`src/hw/rtl/gclf_pkg.sv`:
```
// Shared types, character codes and helpers for the G-code line filter.
package gclf_pkg;

  typedef logic [1:0] cfg_addr_t;

  localparam cfg_addr_t CfgBlockDelete = 2'd0;
  localparam cfg_addr_t CfgMessage     = 2'd1;
  localparam cfg_addr_t CfgUserCommand = 2'd2;

  typedef enum logic [1:0] {
    KIND_LINE_CHAR = 2'd0,
    KIND_MSG_CHAR  = 2'd1,
    KIND_END       = 2'd2,
    KIND_CANCEL    = 2'd3
  } kind_e;

  typedef enum logic [2:0] {
    CLASS_EMPTY    = 3'd0,
    CLASS_OVERFLOW = 3'd1,
    CLASS_SYSTEM   = 3'd2,
    CLASS_USER     = 3'd3,
    CLASS_GCODE    = 3'd4
  } line_class_e;

  typedef enum logic [1:0] {
    EOL_NONE = 2'd0,
    EOL_LF   = 2'd1,
    EOL_CR   = 2'd2
  } eol_e;

  localparam logic [7:0] ChCan       = 8'h18;
  localparam logic [7:0] ChLf        = 8'h0A;
  localparam logic [7:0] ChCr        = 8'h0D;
  localparam logic [7:0] ChSpace     = 8'h20;
  localparam logic [7:0] ChSlash     = 8'h2F;
  localparam logic [7:0] ChDollar    = 8'h24;
  localparam logic [7:0] ChParOpen   = 8'h28;
  localparam logic [7:0] ChParClose  = 8'h29;
  localparam logic [7:0] ChSemicolon = 8'h3B;
  localparam logic [7:0] ChBracket   = 8'h5B;

  // Tracker value once "(MSG," has been matched.
  localparam logic [2:0] MsgTrackDone = 3'd5;

  function automatic logic [7:0] upcase(input logic [7:0] c);
    logic [7:0] r;
    r = c;
    if (c >= 8'h61 && c <= 8'h7A) begin
      r = c - 8'd32;
    end
    return r;
  endfunction

  // Expected character of the "(MSG," tag at a given tracker step.
  function automatic logic [7:0] msg_tag(input logic [2:0] idx);
    logic [7:0] r;
    unique case (idx)
      3'd0:    r = 8'h28; // (
      3'd1:    r = 8'h4D; // M
      3'd2:    r = 8'h53; // S
      3'd3:    r = 8'h47; // G
      3'd4:    r = 8'h2C; // ,
      default: r = 8'h00;
    endcase
    return r;
  endfunction

endpackage

```
`src/hw/rtl/gcode_line_filter.sv`:
```
// Top level of the G-code line filter: byte-wise line cleanup and end-of-line report.
//
// Usage: feed one received byte per item on the rx channel (in_valid_i/in_ready_o,
// rx_byte_i). Each byte yields zero or one result item on the out channel
// (out_valid_o/out_ready_i): a kept line character with its column, a message
// character from a "(MSG," comment, an end of line with length, class and message
// flag, or a cancel. Other control bytes, whitespace outside $ lines and other
// comment bytes give no result. A byte accepted into the input register is
// processed from there into the result register; two register stages in all
// (input, result). Throughput: one byte per cycle unless a held result stalls
// processing; the line state update between the two registers is combinational.
// A held result stalls processing of the byte in the input register; the input
// register still takes a new byte whenever the byte it holds is processed in the
// same cycle. The configuration port (cfg_we_i, cfg_addr_i, cfg_wdata_i) writes
// one register per cycle and should be written only while the block is idle.
// Reset clears all line state, the configuration and both valid flags.
module gcode_line_filter #(
  parameter int LINE_LENGTH = 256
) (
  input  logic                clk_i,
  input  logic                rst_ni,
  input  logic                cfg_we_i,
  input  gclf_pkg::cfg_addr_t cfg_addr_i,
  input  logic                cfg_wdata_i,
  input  logic                in_valid_i,
  output logic                in_ready_o,
  input  logic [7:0]          rx_byte_i,
  output logic                out_valid_o,
  input  logic                out_ready_i,
  output logic [1:0]          kind_o,
  output logic [7:0]          data_o,
  output logic [7:0]          position_o,
  output logic [2:0]          line_class_o,
  output logic                has_message_o
);
  import gclf_pkg::*;

  localparam int CW = $clog2(LINE_LENGTH);
  localparam logic [CW-1:0] LastCol = CW'(LINE_LENGTH - 1);

  typedef struct packed {
    logic [CW-1:0] char_count;
    logic [7:0]    first_char;
    logic          overflow;
    logic          paren;
    logic          semicolon;
    logic          del_rest;
    logic          no_caps;
    logic          keep_literal;
    logic [2:0]    msg_tracker;
    logic [CW-1:0] msg_count;
    logic          msg_seen;
  } line_t;

  logic cfg_bdel_q, cfg_message_q, cfg_user_q;

  logic       in_valid_q;
  logic [7:0] rx_byte_q;

  line_t line_q, line_d;
  eol_e  last_eol_q, last_eol_d;

  logic        out_valid_q;
  kind_e       kind_q, kind_d;
  logic [7:0]  data_q, data_d;
  logic [7:0]  position_q, position_d;
  line_class_e class_q, class_d;
  logic        has_msg_q, has_msg_d;
  logic        res_valid;

  logic proc;

  assign proc       = in_valid_q && (!out_valid_q || out_ready_i);
  assign in_ready_o = !in_valid_q || proc;

  // configuration registers
  always_ff @(posedge clk_i or negedge rst_ni) begin
    if (!rst_ni) begin
      cfg_bdel_q    <= 1'b0;
      cfg_message_q <= 1'b0;
      cfg_user_q    <= 1'b0;
    end else if (cfg_we_i) begin
      if (cfg_addr_i == CfgBlockDelete) cfg_bdel_q    <= cfg_wdata_i;
      if (cfg_addr_i == CfgMessage)     cfg_message_q <= cfg_wdata_i;
      if (cfg_addr_i == CfgUserCommand) cfg_user_q    <= cfg_wdata_i;
    end
  end

  // input register
  always_ff @(posedge clk_i or negedge rst_ni) begin
    if (!rst_ni) begin
      in_valid_q <= 1'b0;
    end else if (in_ready_o) begin
      in_valid_q <= in_valid_i;
    end
  end

  always_ff @(posedge clk_i) begin
    if (in_valid_i && in_ready_o) begin
      rx_byte_q <= rx_byte_i;
    end
  end

  // line state update and result formation
  always_comb begin
    logic [7:0]  c;
    logic        flags;
    logic        drop;
    eol_e        code;
    logic [7:0]  d;
    logic [7:0]  s;

    c          = rx_byte_q;
    line_d     = line_q;
    last_eol_d = last_eol_q;
    res_valid  = 1'b0;
    kind_d     = KIND_LINE_CHAR;
    data_d     = 8'h00;
    position_d = 8'h00;
    class_d    = CLASS_EMPTY;
    has_msg_d  = 1'b0;
    flags      = line_q.overflow | line_q.paren | line_q.semicolon | line_q.del_rest;
    drop       = (line_q.no_caps ? (c < ChSpace) : (c <= ChSpace)) || flags;
    code       = (c == ChLf) ? EOL_LF : EOL_CR;
    d          = (c == ChParClose) ? 8'h00 : c;
    s          = line_q.no_caps ? c : upcase(c);

    if (proc) begin
      if (c == ChCan) begin
        line_d     = '0;
        last_eol_d = EOL_NONE;
        res_valid  = 1'b1;
        kind_d     = KIND_CANCEL;
      end else if (c == ChLf || c == ChCr) begin
        if (line_q.char_count == '0 && last_eol_q != EOL_NONE && last_eol_q != code) begin
          // second byte of a CR/LF pair
          last_eol_d = EOL_NONE;
        end else begin
          last_eol_d = code;
          res_valid  = 1'b1;
          kind_d     = KIND_END;
          position_d = 8'(line_q.char_count);
          has_msg_d  = line_q.msg_seen;
          priority if (line_q.overflow) begin
            class_d = CLASS_OVERFLOW;
          end else if (line_q.char_count == '0 && !line_q.msg_seen) begin
            class_d = CLASS_EMPTY;
          end else if (line_q.first_char == ChDollar) begin
            class_d = CLASS_SYSTEM;
          end else if (line_q.first_char == ChBracket && cfg_user_q) begin
            class_d = CLASS_USER;
          end else begin
            class_d = CLASS_GCODE;
          end
          line_d = '0;
        end
      end else if (drop) begin
        if (c >= ChSpace && line_q.paren) begin
          if (line_q.msg_tracker == MsgTrackDone) begin
            if (d == 8'h00 || line_q.msg_count < LastCol) begin
              res_valid          = 1'b1;
              kind_d             = KIND_MSG_CHAR;
              data_d             = d;
              position_d         = 8'(line_q.msg_count);
              line_d.msg_count   = line_q.msg_count + 1'b1;
            end
          end else if (line_q.msg_tracker != 3'd0 && line_q.msg_tracker < MsgTrackDone &&
                       upcase(c) == msg_tag(line_q.msg_tracker)) begin
            line_d.msg_tracker = line_q.msg_tracker + 3'd1;
          end else begin
            line_d.msg_tracker = 3'd0;
          end
          if (c == ChParClose) begin
            line_d.paren        = 1'b0;
            line_d.keep_literal = 1'b0;
            if (line_d.msg_tracker == MsgTrackDone) line_d.msg_seen = 1'b1;
          end
        end
      end else begin
        priority if (c == ChSlash) begin
          if (line_q.char_count == '0) line_d.del_rest = cfg_bdel_q;
        end else if (c == ChDollar) begin
          if (line_q.char_count == '0) begin
            line_d.no_caps      = 1'b1;
            line_d.keep_literal = 1'b1;
          end
        end else if (c == ChParOpen) begin
          if (!line_q.keep_literal) begin
            line_d.paren        = 1'b1;
            line_d.msg_tracker  = cfg_message_q ? 3'd1 : 3'd0;
            line_d.msg_count    = '0;
            line_d.keep_literal = 1'b1;
          end
        end else if (c == ChSemicolon) begin
          if (!line_q.keep_literal) begin
            line_d.semicolon    = 1'b1;
            line_d.keep_literal = 1'b1;
          end
        end else begin
        end

        if (!(line_d.paren | line_d.semicolon | line_d.del_rest)) begin
          if (line_q.char_count >= LastCol) begin
            line_d.overflow = 1'b1;
          end else begin
            // keep the character at its column
            if (line_q.char_count == '0) line_d.first_char = s;
            line_d.char_count = line_q.char_count + 1'b1;
            res_valid         = 1'b1;
            kind_d            = KIND_LINE_CHAR;
            data_d            = s;
            position_d        = 8'(line_q.char_count);
          end
        end
      end
    end
  end

  always_ff @(posedge clk_i or negedge rst_ni) begin
    if (!rst_ni) begin
      line_q     <= '0;
      last_eol_q <= EOL_NONE;
    end else begin
      line_q     <= line_d;
      last_eol_q <= last_eol_d;
    end
  end

  // result register
  always_ff @(posedge clk_i or negedge rst_ni) begin
    if (!rst_ni) begin
      out_valid_q <= 1'b0;
    end else if (proc) begin
      out_valid_q <= res_valid;
    end else if (out_ready_i) begin
      out_valid_q <= 1'b0;
    end
  end

  always_ff @(posedge clk_i) begin
    if (proc && res_valid) begin
      kind_q     <= kind_d;
      data_q     <= data_d;
      position_q <= position_d;
      class_q    <= class_d;
      has_msg_q  <= has_msg_d;
    end
  end

  assign out_valid_o   = out_valid_q;
  assign kind_o        = kind_q;
  assign data_o        = data_q;
  assign position_o    = position_q;
  assign line_class_o  = class_q;
  assign has_message_o = has_msg_q;

  a_comment_exclusive: assert property (@(posedge clk_i) disable iff (!rst_ni)
    !(line_q.paren && line_q.semicolon))
    else $error("paren and semicolon comment active together");

  a_tracker_range: assert property (@(posedge clk_i) disable iff (!rst_ni)
    line_q.msg_tracker <= MsgTrackDone)
    else $error("message tracker out of range");

  a_count_bound: assert property (@(posedge clk_i) disable iff (!rst_ni)
    line_q.char_count <= LastCol)
    else $error("line count beyond buffer limit");

  a_no_caps_first: assert property (@(posedge clk_i) disable iff (!rst_ni)
    line_q.no_caps |-> (line_q.first_char == ChDollar && line_q.char_count != '0))
    else $error("literal line without leading dollar");

endmodule
```
`config.mk`:
```
export PLATFORM = sky130hd
export DESIGN_NAME = gcode_line_filter
export DESIGN_NICKNAME = d
export VERILOG_FILES = /design/src/hw/rtl/gclf_pkg.sv /design/src/hw/rtl/gcode_line_filter.sv
export SDC_FILE = /design/constraint.sdc
export NUM_CORES = 1
export LEC_CHECK = 0
export ABC_AREA = 1
export BUFFER_PORTS_ARGS = -buffer_cell sky130_fd_sc_hd__buf_2
export CORE_MARGIN = 3
export CORE_UTILIZATION = 46
export CTS_CLUSTER_DIAMETER = 80
export DETAILED_ROUTE_END_ITERATION = 12
export PLACE_DENSITY = 0.7
export SYNTH_ARGS = -nofsm -noshare
export SYNTH_HDL_FRONTEND = slang
export SYNTH_SLANG_ARGS = --single-unit
```
`constraint.sdc`:
```
create_clock -name clk_i -period 7.5 [get_ports clk_i]
set_input_delay 1.125 -clock clk_i [delete_from_list [all_inputs] [get_ports clk_i]]
set_output_delay 1.125 -clock clk_i [all_outputs]
set_load 0.02 [all_outputs]
```
After elaboration in Yosys (flattened, before gate mapping)
Cells that the tools add are included.

word-level totals
  output and inout bits = 24
  flip-flop bits (word level) = 71
  word-level logic and storage cells = 243
  input bits = 16

cells by class
  bitwise gates (word level) = 7
  magnitude comparators = 8
  reductions and logical operators = 55
  add/subtract/negate cells = 4
  eq/ne operators = 33
  muxes and demuxes = 111

operators with widths
  cell                                                    number
  two-way mux 8 bit                                       32
  two-way mux 34 bit                                      3
  == test 8 x 6 -> 1 bit (second input constant)          6
  two-way mux 1 bit                                       41
  one-hot mux 7 bit (5 select lines)                      1
  two-way mux 17 bit                                      2
  two-way mux 11 bit                                      3
  two-way mux 2 bit                                       16
  two-way mux 3 bit                                       9
  two-way mux 13 bit                                      2
  nonzero test 3 bit                                      8
  inequality test 4 x 1 -> 1 bit (second input constant)  5
  AND reduction 6 bit                                     3
  adder 8 x 1 -> 8 bit (second input constant)            2
  == test 8 x 4 -> 1 bit (second input constant)          2
  logical NOT 8 bit                                       2
  two-way mux 16 bit                                      1
  AND reduction 7 bit                                     2
  two-way mux 12 bit                                      1
  inequality test 3 bit (second input constant)           4
  logical AND 1 bit                                       11
  AND reduction 5 bit                                     2
  == test 3 bit (second input constant)                   3
  AND reduction 9 bit                                     1
  other kinds (38)                                        56

Depth between registers and ports, before layout
Gate-level depths: netlist of the first run.

  depth after elaboration = 25
  depth in mapped cells = 17
  depth with buffers taken out = 17

Least setup slack after synthesis of the first run
Ideal clock, no wire load.

  path type = reg-to-reg
  start = register line_q[26] in the netlist's numbering
  end = register data_q[0], in the netlist data_o[0], enable pin
  data required time = 7068 ps
  arrival time = 3192 ps
  setup slack = 3876 ps
  cell stages (with the launch flop) = 11
  library setup time = 432 ps
  buffers on the path = 0
  period minus slack after synthesis = 3624 ps
  cells stage by stage = dfrtp_1 inv_1 ha_1 nand3_1 nor2_2 nand2_1 o21ai_2 nand4_4 nand2_1 inv_1 o21ai_0

on the way
  cells in the longest elaborated chain, start to end = 14
  elaborated cells on any way between the ends = 19
  those cells by class = order compare (1); mux (13); bitwise (1); reduce/logical (4)

ends and longest elaborated chain
  what                      line                                                RTL
  start: declaration        gcode_line_filter.sv:60                             line_t line_q, line_d;
  start signal: assignment  gcode_line_filter.sv:224                            line_q <= line_d;
  logical NOT 8 bit         gcode_line_filter.sv:135, gcode_line_filter.sv:181
  two-way mux 1 bit         gcode_line_filter.sv:181                            if (line_q.char_count == '0) line_d.del_rest = cfg_bdel_q;
  two-way mux 1 bit         gcode_line_filter.sv:180                            priority if (c == ChSlash) begin
  two-way mux 1 bit         gcode_line_filter.sv:157                            end else if (drop) begin
  two-way mux 1 bit         gcode_line_filter.sv:134                            end else if (c == ChLf || c == ChCr) begin
  two-way mux 1 bit         gcode_line_filter.sv:129                            if (c == ChCan) begin
  two-way mux 1 bit         gcode_line_filter.sv:128                            if (proc) begin
  bitwise OR 1 bit          gcode_line_filter.sv:202                            if (!(line_d.paren | line_d.semicolon | line_d.del_rest)) begin
  two-way mux 1 bit         gcode_line_filter.sv:202
  two-way mux 1 bit         gcode_line_filter.sv:157
  two-way mux 1 bit (*)     gcode_line_filter.sv:134
  two-way mux 1 bit (*)     gcode_line_filter.sv:129
  two-way mux 1 bit (*)     gcode_line_filter.sv:128
  logical AND 1 bit (*)     gcode_line_filter.sv:241                            if (proc && res_valid) begin
  end signal: assignment    gcode_line_filter.sv:243                            data_q <= data_d;
  end: declaration          gcode_line_filter.sv:65                             logic [7:0] data_q, data_d;

Every way passes the cells marked *; elsewhere a longest branch is shown, timed or not. The select of a mux whose other input is x is not followed.
A chain may end at the register's enable or synchronous reset.

Worst setup path in the final report of the first run
  start = register rx_byte_q[4]
  end = register data_q[1], in the netlist data_o[1], enable pin

on the way
  cells in the longest elaborated chain, start to end = 17
  elaborated cells on any way between the ends = 47
  those cells by class = order compare (3); eq/ne (9); mux (26); bitwise (2); reduce/logical (7)

ends and longest elaborated chain
  what                           line                      RTL
  start: declaration             gcode_line_filter.sv:58   logic [7:0] rx_byte_q;
  start signal: assignment       gcode_line_filter.sv:100  rx_byte_q <= rx_byte_i;
  == test 8 x 6 -> 1 bit         gcode_line_filter.sv:194  end else if (c == ChSemicolon) begin
  two-way mux 1 bit              gcode_line_filter.sv:194
  two-way mux 1 bit              gcode_line_filter.sv:187  end else if (c == ChParOpen) begin
  two-way mux 2 bit              gcode_line_filter.sv:182  end else if (c == ChDollar) begin
  two-way mux 2 bit              gcode_line_filter.sv:180
  two-way mux 2 bit              gcode_line_filter.sv:157
  two-way mux 2 bit              gcode_line_filter.sv:134
  two-way mux 2 bit              gcode_line_filter.sv:129
  two-way mux 2 bit              gcode_line_filter.sv:128
  bitwise OR 1 bit (2 in a row)  gcode_line_filter.sv:202
  two-way mux 1 bit              gcode_line_filter.sv:202
  two-way mux 1 bit              gcode_line_filter.sv:157
  two-way mux 1 bit              gcode_line_filter.sv:134
  two-way mux 1 bit (*)          gcode_line_filter.sv:129
  two-way mux 1 bit (*)          gcode_line_filter.sv:128
  logical AND 1 bit (*)          gcode_line_filter.sv:241

Marks and branches as above.

==> results of run 1 <==
==> critical path, delay by kind of cell (launching register included) <==
family,cells,cell delay [ns]
flops,1,0.50
simple gates,8,1.41
compound gates,2,0.90
buf+inv,1,0.21
==> state kept, by name (all words and copies together) (netlist names) <==
| name | count |
|---|---|
| cfg_user_q | 1 |
| data_o | 8 |
| in_valid_q | 1 |
| cfg_message_q | 1 |
| line_q | 34 |
| position_o | 8 |
| rx_byte_q | 8 |
| line_class_o | 3 |
| cfg_bdel_q | 1 |
| last_eol_q | 2 |
| kind_o | 2 |
| has_message_o | 1 |
| out_valid_o | 1 |
==> stage by stage <==
step	utilization, %	power, mW	instances	cell area, sq um
2_1_floorplan	-	1.08	525	4300
6_report	53.5	1.57	676	4760
3_3_place_gp	51.1	1.22	660	4540
5_1_grt	53.5	1.68	676	4760
3_5_place_dp	51.1	1.24	660	4540
4_1_cts	53.5	1.58	676	4760
==> routing by layer <==
layer | part of all wire [%] | track usage (%)
met1 | 47 | 29.3
met2 | 46 | 31.8
met3 | 5.4 | 4.19
met4 | 1.8 | 6.76
met5 | 0 | 0
==> Yosys cell counts (all sizes together) <==
| master | number | area (sq um) |
|---|---|---|
| o31ai | 1 | 7.51 |
| a32o | 2 | 20.0 |
| nand4 | 7 | 58.8 |
| a31oi | 1 | 6.26 |
| o22ai | 1 | 6.26 |
| or2 | 2 | 12.5 |
| nor4 | 4 | 25.0 |
| buf | 11 | 85.1 |
| o2111ai | 2 | 17.5 |
| xor2 | 9 | 78.8 |
| o21a | 2 | 15.0 |
| a21oi | 20 | 123 |
| xnor2 | 1 | 8.76 |
| nor2 | 58 | 263 |
| nor3 | 18 | 116 |
| nand2 | 131 | 532 |
| nand3 | 52 | 270 |
| ha | 10 | 125 |
| nand3b | 3 | 22.5 |
| or4 | 1 | 7.51 |
| clkinv | 2 | 7.51 |
| edfxtp | 30 | 901 |
| dfrtp | 41 | 1030 |
| o211ai | 1 | 7.51 |
| o21ai | 42 | 270 |
| clkbuf | 1 | 3.75 |
| o41ai | 1 | 8.76 |
| o21bai | 1 | 7.51 |
| inv | 70 | 265 |
==> worst max path at each step <==
stage | start | endpoint | slack (ns) | cells after the start
after floorplan | line_q[26] | data_o[0] | 3.88 | 10
final | rx_byte_q[4] | data_o[1] | 4.08 | 11
after global placement | rx_byte_q[5] | data_o[1] | 4.30 | 10
after CTS | rx_byte_q[5] | data_o[1] | 4.12 | 10
after global routing | rx_byte_q[4] | data_o[1] | 3.83 | 11
after detailed placement | rx_byte_q[5] | data_o[1] | 4.15 | 10
==> power by group <==
group          internal [mW]  total, mW  switching [mW]
clock                  0.186      0.339           0.152
combinational          0.189      0.601           0.412
sequential             0.542      0.635          0.0924
==> placed cells by master (no fill, tap or decap), drive strengths merged, types with 2 or more instances in the layout <==
cell type,instances
clkinv,5
or2,2
a32o,2
nor3,18
nor2,58
nand3b,3
nand4,7
o21ai,42
ha,10
clkbuf,10
nor4,4
edfxtp,30
xor2,9
o2111ai,2
bufinv,2
nand3,52
a21oi,20
dfrtp,41
buf,39
inv,70
o21a,2
nand2,131
==> cell families (layout without fill, tap and decap cells) <==
kind of cell,after synthesis,count (layout)
simple gates,276,276
buf+inv,84,127
compound gates,74,74
flops,71,71
fa+ha+maj,10,10
xor+xnor,10,10
==> cell type report <==
cell class / instances / area (sq um) / area share, %
Multi-Input combinational cell: 370 / 2010 / 42.3
Clock buffer: 10 / 128 / 2.68
Sequential cell: 71 / 1930 / 40.5
Tap cell: 108 / 135 / 2.84
Inverter: 72 / 273 / 5.74
Clock inverter: 6 / 85.1 / 1.79
Timing Repair Buffer: 39 / 195 / 4.10
==> flow_metrics.env, run 1 <==
export IMPL_status="completed"
export IMPL_p_per_area_nw_per_um2=331
export IMPL_drt_iter0_markers=278
export IMPL_fin_skew_ns=0.0147
export IMPL_worst_ir_drop_vdd_v=0.000117
export IMPL_setup_tns_ns=0
export IMPL_end_kind="register"
export IMPL_fin_crit_ns=3.42
export IMPL_synth_mux_area_share_pct=0
export IMPL_synthAdderAreaFrac_pct=2.91
export IMPL_cts_tree="done"
export IMPL_tightest_slew_ns=1.15
export IMPL_r2r_end="data_o[1]"
export IMPL_num_vias=3691
export IMPL_ant_nets=0
export IMPL_portBuffers=39
export IMPL_fp_dieH_um=103
export IMPL_start_kind="register"
export IMPL_synth_warnings=0
export IMPL_drive_above_1_share_pct=19.4
export IMPL_drt_total_wl_um=10500
export IMPL_fmax_ghz=0.292
export IMPL_min_path_cells=2
export IMPL_synth_nets=551
export IMPL_p_leak_nw=2.16
export IMPL_syn_inst=525
export IMPL_finalCritPeriodShare_pct=45.6
export IMPL_cp_arrival_ns=3.38
export IMPL_worst_skew_pair_late_latency_ns=0.35
export IMPL_nets=589
export IMPL_grt_max_degree=42
export IMPL_slowest_stage="nor2_1"
export IMPL_die_w_um=103
export IMPL_synth_distinct_cells=43
export IMPL_antenna_found_initial=0
export IMPL_synth_simple_area_share_pct=30.4
export IMPL_clockBufferDepth=2
export IMPL_fillers=846
export IMPL_synth_top_family_by_area="simple AND/OR/NAND/NOR gates"
export IMPL_hold_buffers=0
export IMPL_place_congestion=0.919
export IMPL_syn_to_final_growth_pct=10.7
export IMPL_holdWs_ns=0.492
export IMPL_cp_common_cell="nand2_1"
export IMPL_maxCapViolCount=0
export IMPL_critPathMaxFanout=22
export IMPL_syn_area_per_cell_sq_um=8.19
export IMPL_r2r_cells=11
export IMPL_core_area_sq_um=8890
export IMPL_setup_violations=0
export IMPL_hpwl_um=7970
export IMPL_diodes=0
export IMPL_die_area_sq_um=10500
export IMPL_initial_core_util_pct=48.3
export IMPL_r2r_start="rx_byte_q[4]"
export IMPL_grt_pass1_wl_um=16800
export IMPL_routed_via_density=5.46
export IMPL_cts_setup_buffers=0
export IMPL_htree_levels=3
export IMPL_cts_buffers=9
export IMPL_synth_xor_area_share_pct=2.04
export IMPL_r2r_slack_ns=4.08
export IMPL_final_max_slew_viol_count=0
export IMPL_crit_required_ns=7.46
export IMPL_critical_path_max_stage_delay_ns=0.65
export IMPL_grt_usage_pct=20.7
export IMPL_cts_sinks=71
export IMPL_syn_area_sq_um=4300
export IMPL_rows=34
export IMPL_min_delay_start="cfg_message_q"
export IMPL_min_to="cfg_message_q"
export IMPL_crit_chain="inv_2, nand2_1, nor2_1, nand4_1, nand2_1, nand4_1, nand3_1, nand2_1, nor2_1, o21ai_0, o21ai_2"
export IMPL_grt_setup_unrepaired="no"
export IMPL_synth_compound_area_share_pct=11.4
export IMPL_grt_overflow=0
export IMPL_cts_root_buf="clkbuf_8"
export IMPL_ctsResizeCount=0
export IMPL_setup_ws_ns=4.08
export IMPL_clk_pin_slew_worst_paths_ns=0.08
export IMPL_ioPinCount=40
export IMPL_grt_pass1_vias=3321
export IMPL_ys_seq_area_share_pct=44.8
export IMPL_critical_path_class="register to register"
export IMPL_ys_seq_elements=71
export IMPL_place_ws_ns=4.15
export IMPL_drc=0
export IMPL_hold_violations=0
export IMPL_hold_path_class="register to register"
export IMPL_detail_route_wl_per_cell_um=15.5
export IMPL_maxSlewHeadroom_pct=23.3
export IMPL_drt_first_pass_iters=5
Power figures use the tool's default switching activity.
==> run 2: changes to the inputs <==
==> constraint.sdc (replaced) <==
create_clock -name clk_i -period 3.3 [get_ports clk_i]
set_input_delay 0.495 -clock clk_i [delete_from_list [all_inputs] [get_ports clk_i]]
set_output_delay 0.495 -clock clk_i [all_outputs]
set_load 0.02 [all_outputs]
==> run 2 against run 1 <==
  * Worst hold slack got worse by 0.21 ns
  * Utilization increased by 0.34 points
  * Worst setup slack worse by 3.7 ns
  * Routed wire length down 4.3%
  * Fmax increased by 18%
  * Count of clock-buffer cells in the layout stayed put
  * Register-to-register slack worse by 3.7 ns
  * Combinational power increased by 130%
  * Cell count increased by 0.59%
  * Sequential power grew 130%
  * Sequential share of layout area shrank 0.25 points
  * Largest cell class unchanged
  * Largest power group unchanged
==> flow_metrics.env, run 2 (synthesis results as in run 1) <==
export IMPL_status="completed"
export IMPL_final_seq_area_sq_um=1930
export IMPL_drt_iter0_markers=343
export IMPL_maxSlewHeadroom_pct=36.5
export IMPL_holdWs_ns=0.285
export IMPL_antenna_found_initial=0
export IMPL_p_int_mw=2.10
export IMPL_cp_arrival_ns=2.97
export IMPL_fp_dieH_um=103
export IMPL_grt_usage_pct=20.4
export IMPL_ant_nets=0
export IMPL_critPathMaxFanout=13
export IMPL_grt_setup_unrepaired="no"
export IMPL_die_w_um=103
export IMPL_nets=593
export IMPL_final_max_slew_viol_count=0
export IMPL_core_area_sq_um=8890
export IMPL_swShare_pct=41.0
export IMPL_drt_total_wl_um=10000
export IMPL_p_seq_share_pct=40.1
export IMPL_portBuffers=39
export IMPL_drt_first_pass_iters=5
export IMPL_grt_max_degree=42
export IMPL_cts_setup_buffers=0
export IMPL_place_congestion=0.937
export IMPL_clkPwrFrac_pct=21.3
export IMPL_ctsResizeCount=0
export IMPL_finalCritPeriodShare_pct=88.2
export IMPL_p_leak_nw=2.18
export IMPL_initial_core_util_pct=48.3
export IMPL_cts_root_buf="clkbuf_8"
export IMPL_cts_sinks=71
export IMPL_crit_required_ns=3.36
export IMPL_hpwl_um=7720
export IMPL_tightest_slew_ns=0.952
export IMPL_grt_overflow=0
export IMPL_power_frac_comb_pct=38.6
export IMPL_detail_route_wl_per_cell_um=14.8
export IMPL_final_common_cell="nand2_1"
export IMPL_grt_pass1_vias=3326
export IMPL_critical_path_class="register to register"
export IMPL_cts_buffers=9
export IMPL_ioPinCount=40
export IMPL_num_vias=3571
export IMPL_die_area_sq_um=10500
export IMPL_setup_tns_ns=0
export IMPL_fin_cells=680
export IMPL_dp_cells=664
export IMPL_p_sw_mw=1.46
export IMPL_rows=34
export IMPL_drc=0
export IMPL_clockBufferDepth=2
export IMPL_worst_ir_drop_vdd_v=0.000345
export IMPL_diodes=0
export IMPL_htree_levels=3
export IMPL_fillers=841
export IMPL_hold_violations=0
export IMPL_fmax_ghz=0.344
export IMPL_largest_reg_flops=34
export IMPL_worst_skew_pair_late_latency_ns=0.36
export IMPL_start_kind="register"
export IMPL_power_mw=3.56
export IMPL_clk_pin_slew_worst_paths_ns=0.08
export IMPL_fin_crit_ns=2.91
export IMPL_hold_path_class="primary input to asynchronous set/reset pin"
export IMPL_syn_to_final_growth_pct=11.4
export IMPL_fin_skew_ns=0.0137
export IMPL_r2r_slack_ns=0.39
export IMPL_maxCapViolCount=0
export IMPL_setup_violations=0
export IMPL_grt_pass1_wl_um=16600
export IMPL_drive_above_1_share_pct=19.9
export IMPL_end_kind="register"
export IMPL_hold_buffers=0
export IMPL_cts_tree="done"
export IMPL_routed_via_density=5.25
export IMPL_top_register="line_q"
export IMPL_multi_input_area_sq_um=2010
export IMPL_p_per_area_nw_per_um2=744
export IMPL_final_cell_mix="119 x nand2_1, 61 x inv_1, 50 x nand3_1, 50 x nor2_1, 41 x dfrtp_1"
-- run 2: cell types whose count changed in the layout (fill, tap and decap cells not counted) --
cell / delta
buf_4: +4
-- run 2: cell type report --
cell class / instances / area share (%)
multi-input cells: 370 / 42.1
flip-flops and latches: 71 / 40.3
inverters: 72 / 5.70
repair buffers: 43 / 4.71
well taps: 108 / 2.82
clock buffers: 10 / 2.67
clock inverters: 6 / 1.78
-- run 2: worst paths after layout --
path | start | cells after the start | to
worst max-delay path | rx_byte_q[5] | 11 | data_o[1]
worst min-delay path | rst_ni | 1 | line_q[12]
worst max register to register | rx_byte_q[5] | 11 | data_o[1]
worst min register to register | line_q[20] | 2 | line_q[20]
max in group asynchronous | rst_ni | 1 | line_q[13]
min in group clk_i | rx_byte_i[7] | 1 | rx_byte_q[7]
-- run 2: power by group through the flow --
stage,Sequential [mW],Clock [mW],Combinational (mW)
detailed placement,1.44,0,1.38
global placement,1.44,0,1.35
finish,1.43,0.761,1.37
floorplan,1.52,0,0.928
CTS,1.43,0.775,1.38
global route,1.46,0.815,1.54
-- run 2: critical path, stage by stage, from the launching register on --
cell      delay [ns]
edfxtp_1        0.57
inv_2           0.09
nand2_2         0.14
nand3_1         0.10
nor3_2          0.14
nand2_2         0.14
inv_2           0.24
nand4_4         0.20
nand2_1         0.27
inv_1           0.11
o21ai_2         0.35
buf_4           0.25
-- run 2: metrics by stage --
step / worst slack (ns) / util (%) / area (sq um)
4_1_cts: 0.375 / 53.8 / 4790
2_1_floorplan: 0.271 / - / 4300
5_1_grt: 0.147 / 53.8 / 4790
3_3_place_gp: 0.477 / 51.4 / 4570
3_5_place_dp: 0.423 / 51.4 / 4570
6_report: 0.391 / 53.8 / 4790
-- run 2: layer usage --
layer  wire length (um)  GRT usage (%)  vias to the layer above
met5                  0              0                        -
met4                 88           5.35                        0
met3                496           4.67                        9
met2               4620           31.1                       98
met1               4840           29.2                     1646
li1                   -              -                     1818
==> run 3: changes to the inputs <==
--- a/config.mk
+++ b/config.mk
@@ -7,7 +7,7 @@
 export LEC_CHECK = 0
 export ABC_AREA = 1
 export BUFFER_PORTS_ARGS = -buffer_cell sky130_fd_sc_hd__buf_2
-export CORE_MARGIN = 3
+export CORE_MARGIN = 2
 export CORE_UTILIZATION = 46
 export CTS_CLUSTER_DIAMETER = 80
 export DETAILED_ROUTE_END_ITERATION = 12
==> run 3 against run 2 <==
  * Via count is 2.2% higher
  * Register-to-register slack about the same
  * Count of clock-buffer cells in the layout shrank 1
==> flow_metrics.env, run 3 (synthesis results as in run 1) <==
export IMPL_p_leak_nw=2.19
export IMPL_status="completed"
export IMPL_die_area_sq_um=10100
export IMPL_cts_tree="done"
export IMPL_diodes=0
export IMPL_clk_pin_slew_worst_paths_ns=0.09
export IMPL_crit_required_ns=3.36
export IMPL_critPathMaxFanout=9
export IMPL_die_w_um=101
export IMPL_top_register="line_q"
export IMPL_detail_route_wl_per_cell_um=14.8
export IMPL_portBuffers=39
export IMPL_cts_root_buf="clkbuf_8"
export IMPL_hold_violations=0
export IMPL_maxSlewHeadroom_pct=35.3
export IMPL_fin_skew_ns=0.0137
export IMPL_largest_reg_flops=34
export IMPL_fillers=846
export IMPL_drc=0
export IMPL_final_common_cell="nand2_1"
export IMPL_cp_arrival_ns=2.98
export IMPL_initial_core_util_pct=47.0
export IMPL_r2r_slack_ns=0.38
export IMPL_final_cell_mix="119 x nand2_1, 61 x inv_1, 50 x nand3_1, 50 x nor2_1, 41 x dfrtp_1"
export IMPL_r2r_start="rx_byte_q[3]"
export IMPL_finalCritPeriodShare_pct=88.5
export IMPL_nets=592
export IMPL_multi_input_area_sq_um=2010
export IMPL_worst_ir_drop_vdd_v=0.000276
export IMPL_r2r_end="position_o[1]"
export IMPL_setup_tns_ns=0
export IMPL_worst_skew_pair_late_latency_ns=0.36
export IMPL_final_seq_area_sq_um=1930
export IMPL_fp_dieH_um=101
export IMPL_p_per_area_nw_per_um2=758
export IMPL_setup_violations=0
export IMPL_grt_pass1_wl_um=16600
export IMPL_rows=35
export IMPL_htree_levels=3
export IMPL_critical_path_class="register to register"
export IMPL_grt_overflow=0
export IMPL_ant_nets=0
export IMPL_routed_via_density=5.35
export IMPL_fin_crit_ns=2.92
export IMPL_grt_pass1_vias=3457
export IMPL_drt_first_pass_iters=5
export IMPL_antenna_found_initial=0
export IMPL_ctsResizeCount=0
export IMPL_cts_sinks=71
export IMPL_setup_ws_ns=0.380
export IMPL_place_congestion=0.894
export IMPL_hold_path_class="primary input to asynchronous set/reset pin"
export IMPL_final_max_slew_viol_count=0
export IMPL_hpwl_um=7660
export IMPL_hold_buffers=0
export IMPL_start_kind="register"
export IMPL_grt_max_degree=42
export IMPL_drt_iter0_markers=255
export IMPL_drt_total_wl_um=10100
export IMPL_place_ws_ns=0.443
export IMPL_drive_above_1_share_pct=19.8
export IMPL_power_mw=3.64
export IMPL_maxCapViolCount=0
export IMPL_clockBufferDepth=2
export IMPL_syn_to_final_growth_pct=11.8
export IMPL_fmax_ghz=0.342
export IMPL_core_area_sq_um=9150
export IMPL_cts_setup_buffers=0
export IMPL_tightest_slew_ns=0.971
export IMPL_end_kind="register"
export IMPL_ioPinCount=40
export IMPL_num_vias=3650
export IMPL_cts_buffers=9
export IMPL_grt_setup_unrepaired="no"
export IMPL_grt_usage_pct=21.0
export IMPL_r2r_cells=9
run 3: cell types whose count changed in the layout (fill, tap and decap cells not counted), sizes merged:
cell / change
clkinv: +1
buf: -1
clkbuf: -1
bufinv: +1
clkinvlp: -1
run 3: how the worst max path moves through the flow:
stage,from,to,slack [ns],cells after the start
2_1_floorplan,line_q[26],data_o[0],0.27,10
3_3_place_gp,rx_byte_q[2],kind_o[1],0.50,9
3_5_place_dp,rx_byte_q[2],position_o[1],0.44,9
4_1_cts,rx_byte_q[2],position_o[1],0.42,9
5_1_grt,rx_byte_q[2],position_o[1],0.17,11
6_report,rx_byte_q[3],position_o[1],0.38,9
run 3: worst max-delay path: stages, from the launching register on:
cell and delay [ns]:
edfxtp_1 0.66, nand2_1 0.18, nor3_2 0.25, nand2_1 0.11, o21ai_2 0.24, nand4_4 0.19
nand2_1 0.27, inv_1 0.12, o21ai_2 0.35, buf_4 0.26
run 3: final cells by class:
type | count | area share, %
Clock inverter | 7 | 2.32
Clock buffer | 9 | 2.58
Sequential cell | 71 | 40.1
Timing Repair Buffer | 42 | 4.53
Inverter | 72 | 5.68
Multi-Input combinational cell | 370 | 41.9
Tap cell | 111 | 2.89
run 3: through the flow:
stage / hold WS, ns / instance area (sq um) / utilization (%) / std cells
2_1_floorplan: 0.199 / 4300 / - / 525
3_3_place_gp: 0.464 / 4570 / 49.9 / 666
3_5_place_dp: 0.476 / 4570 / 49.9 / 666
4_1_cts: 0.301 / 4800 / 52.5 / 682
5_1_grt: 0.303 / 4800 / 52.5 / 682
6_report: 0.287 / 4800 / 52.5 / 682
run 3: where the power goes:
part	internal (mW)	switching, mW
registers	1.23	0.207
logic	0.449	0.924
clock network	0.497	0.337
run 3: routing by layer:
metal	track usage, %	share of wire [%]	routed length (um)
met1	28.2	47	4700
met2	34.3	47	4750
met3	3.68	4.7	469
met4	7.06	1.4	139
met5	0	0	0
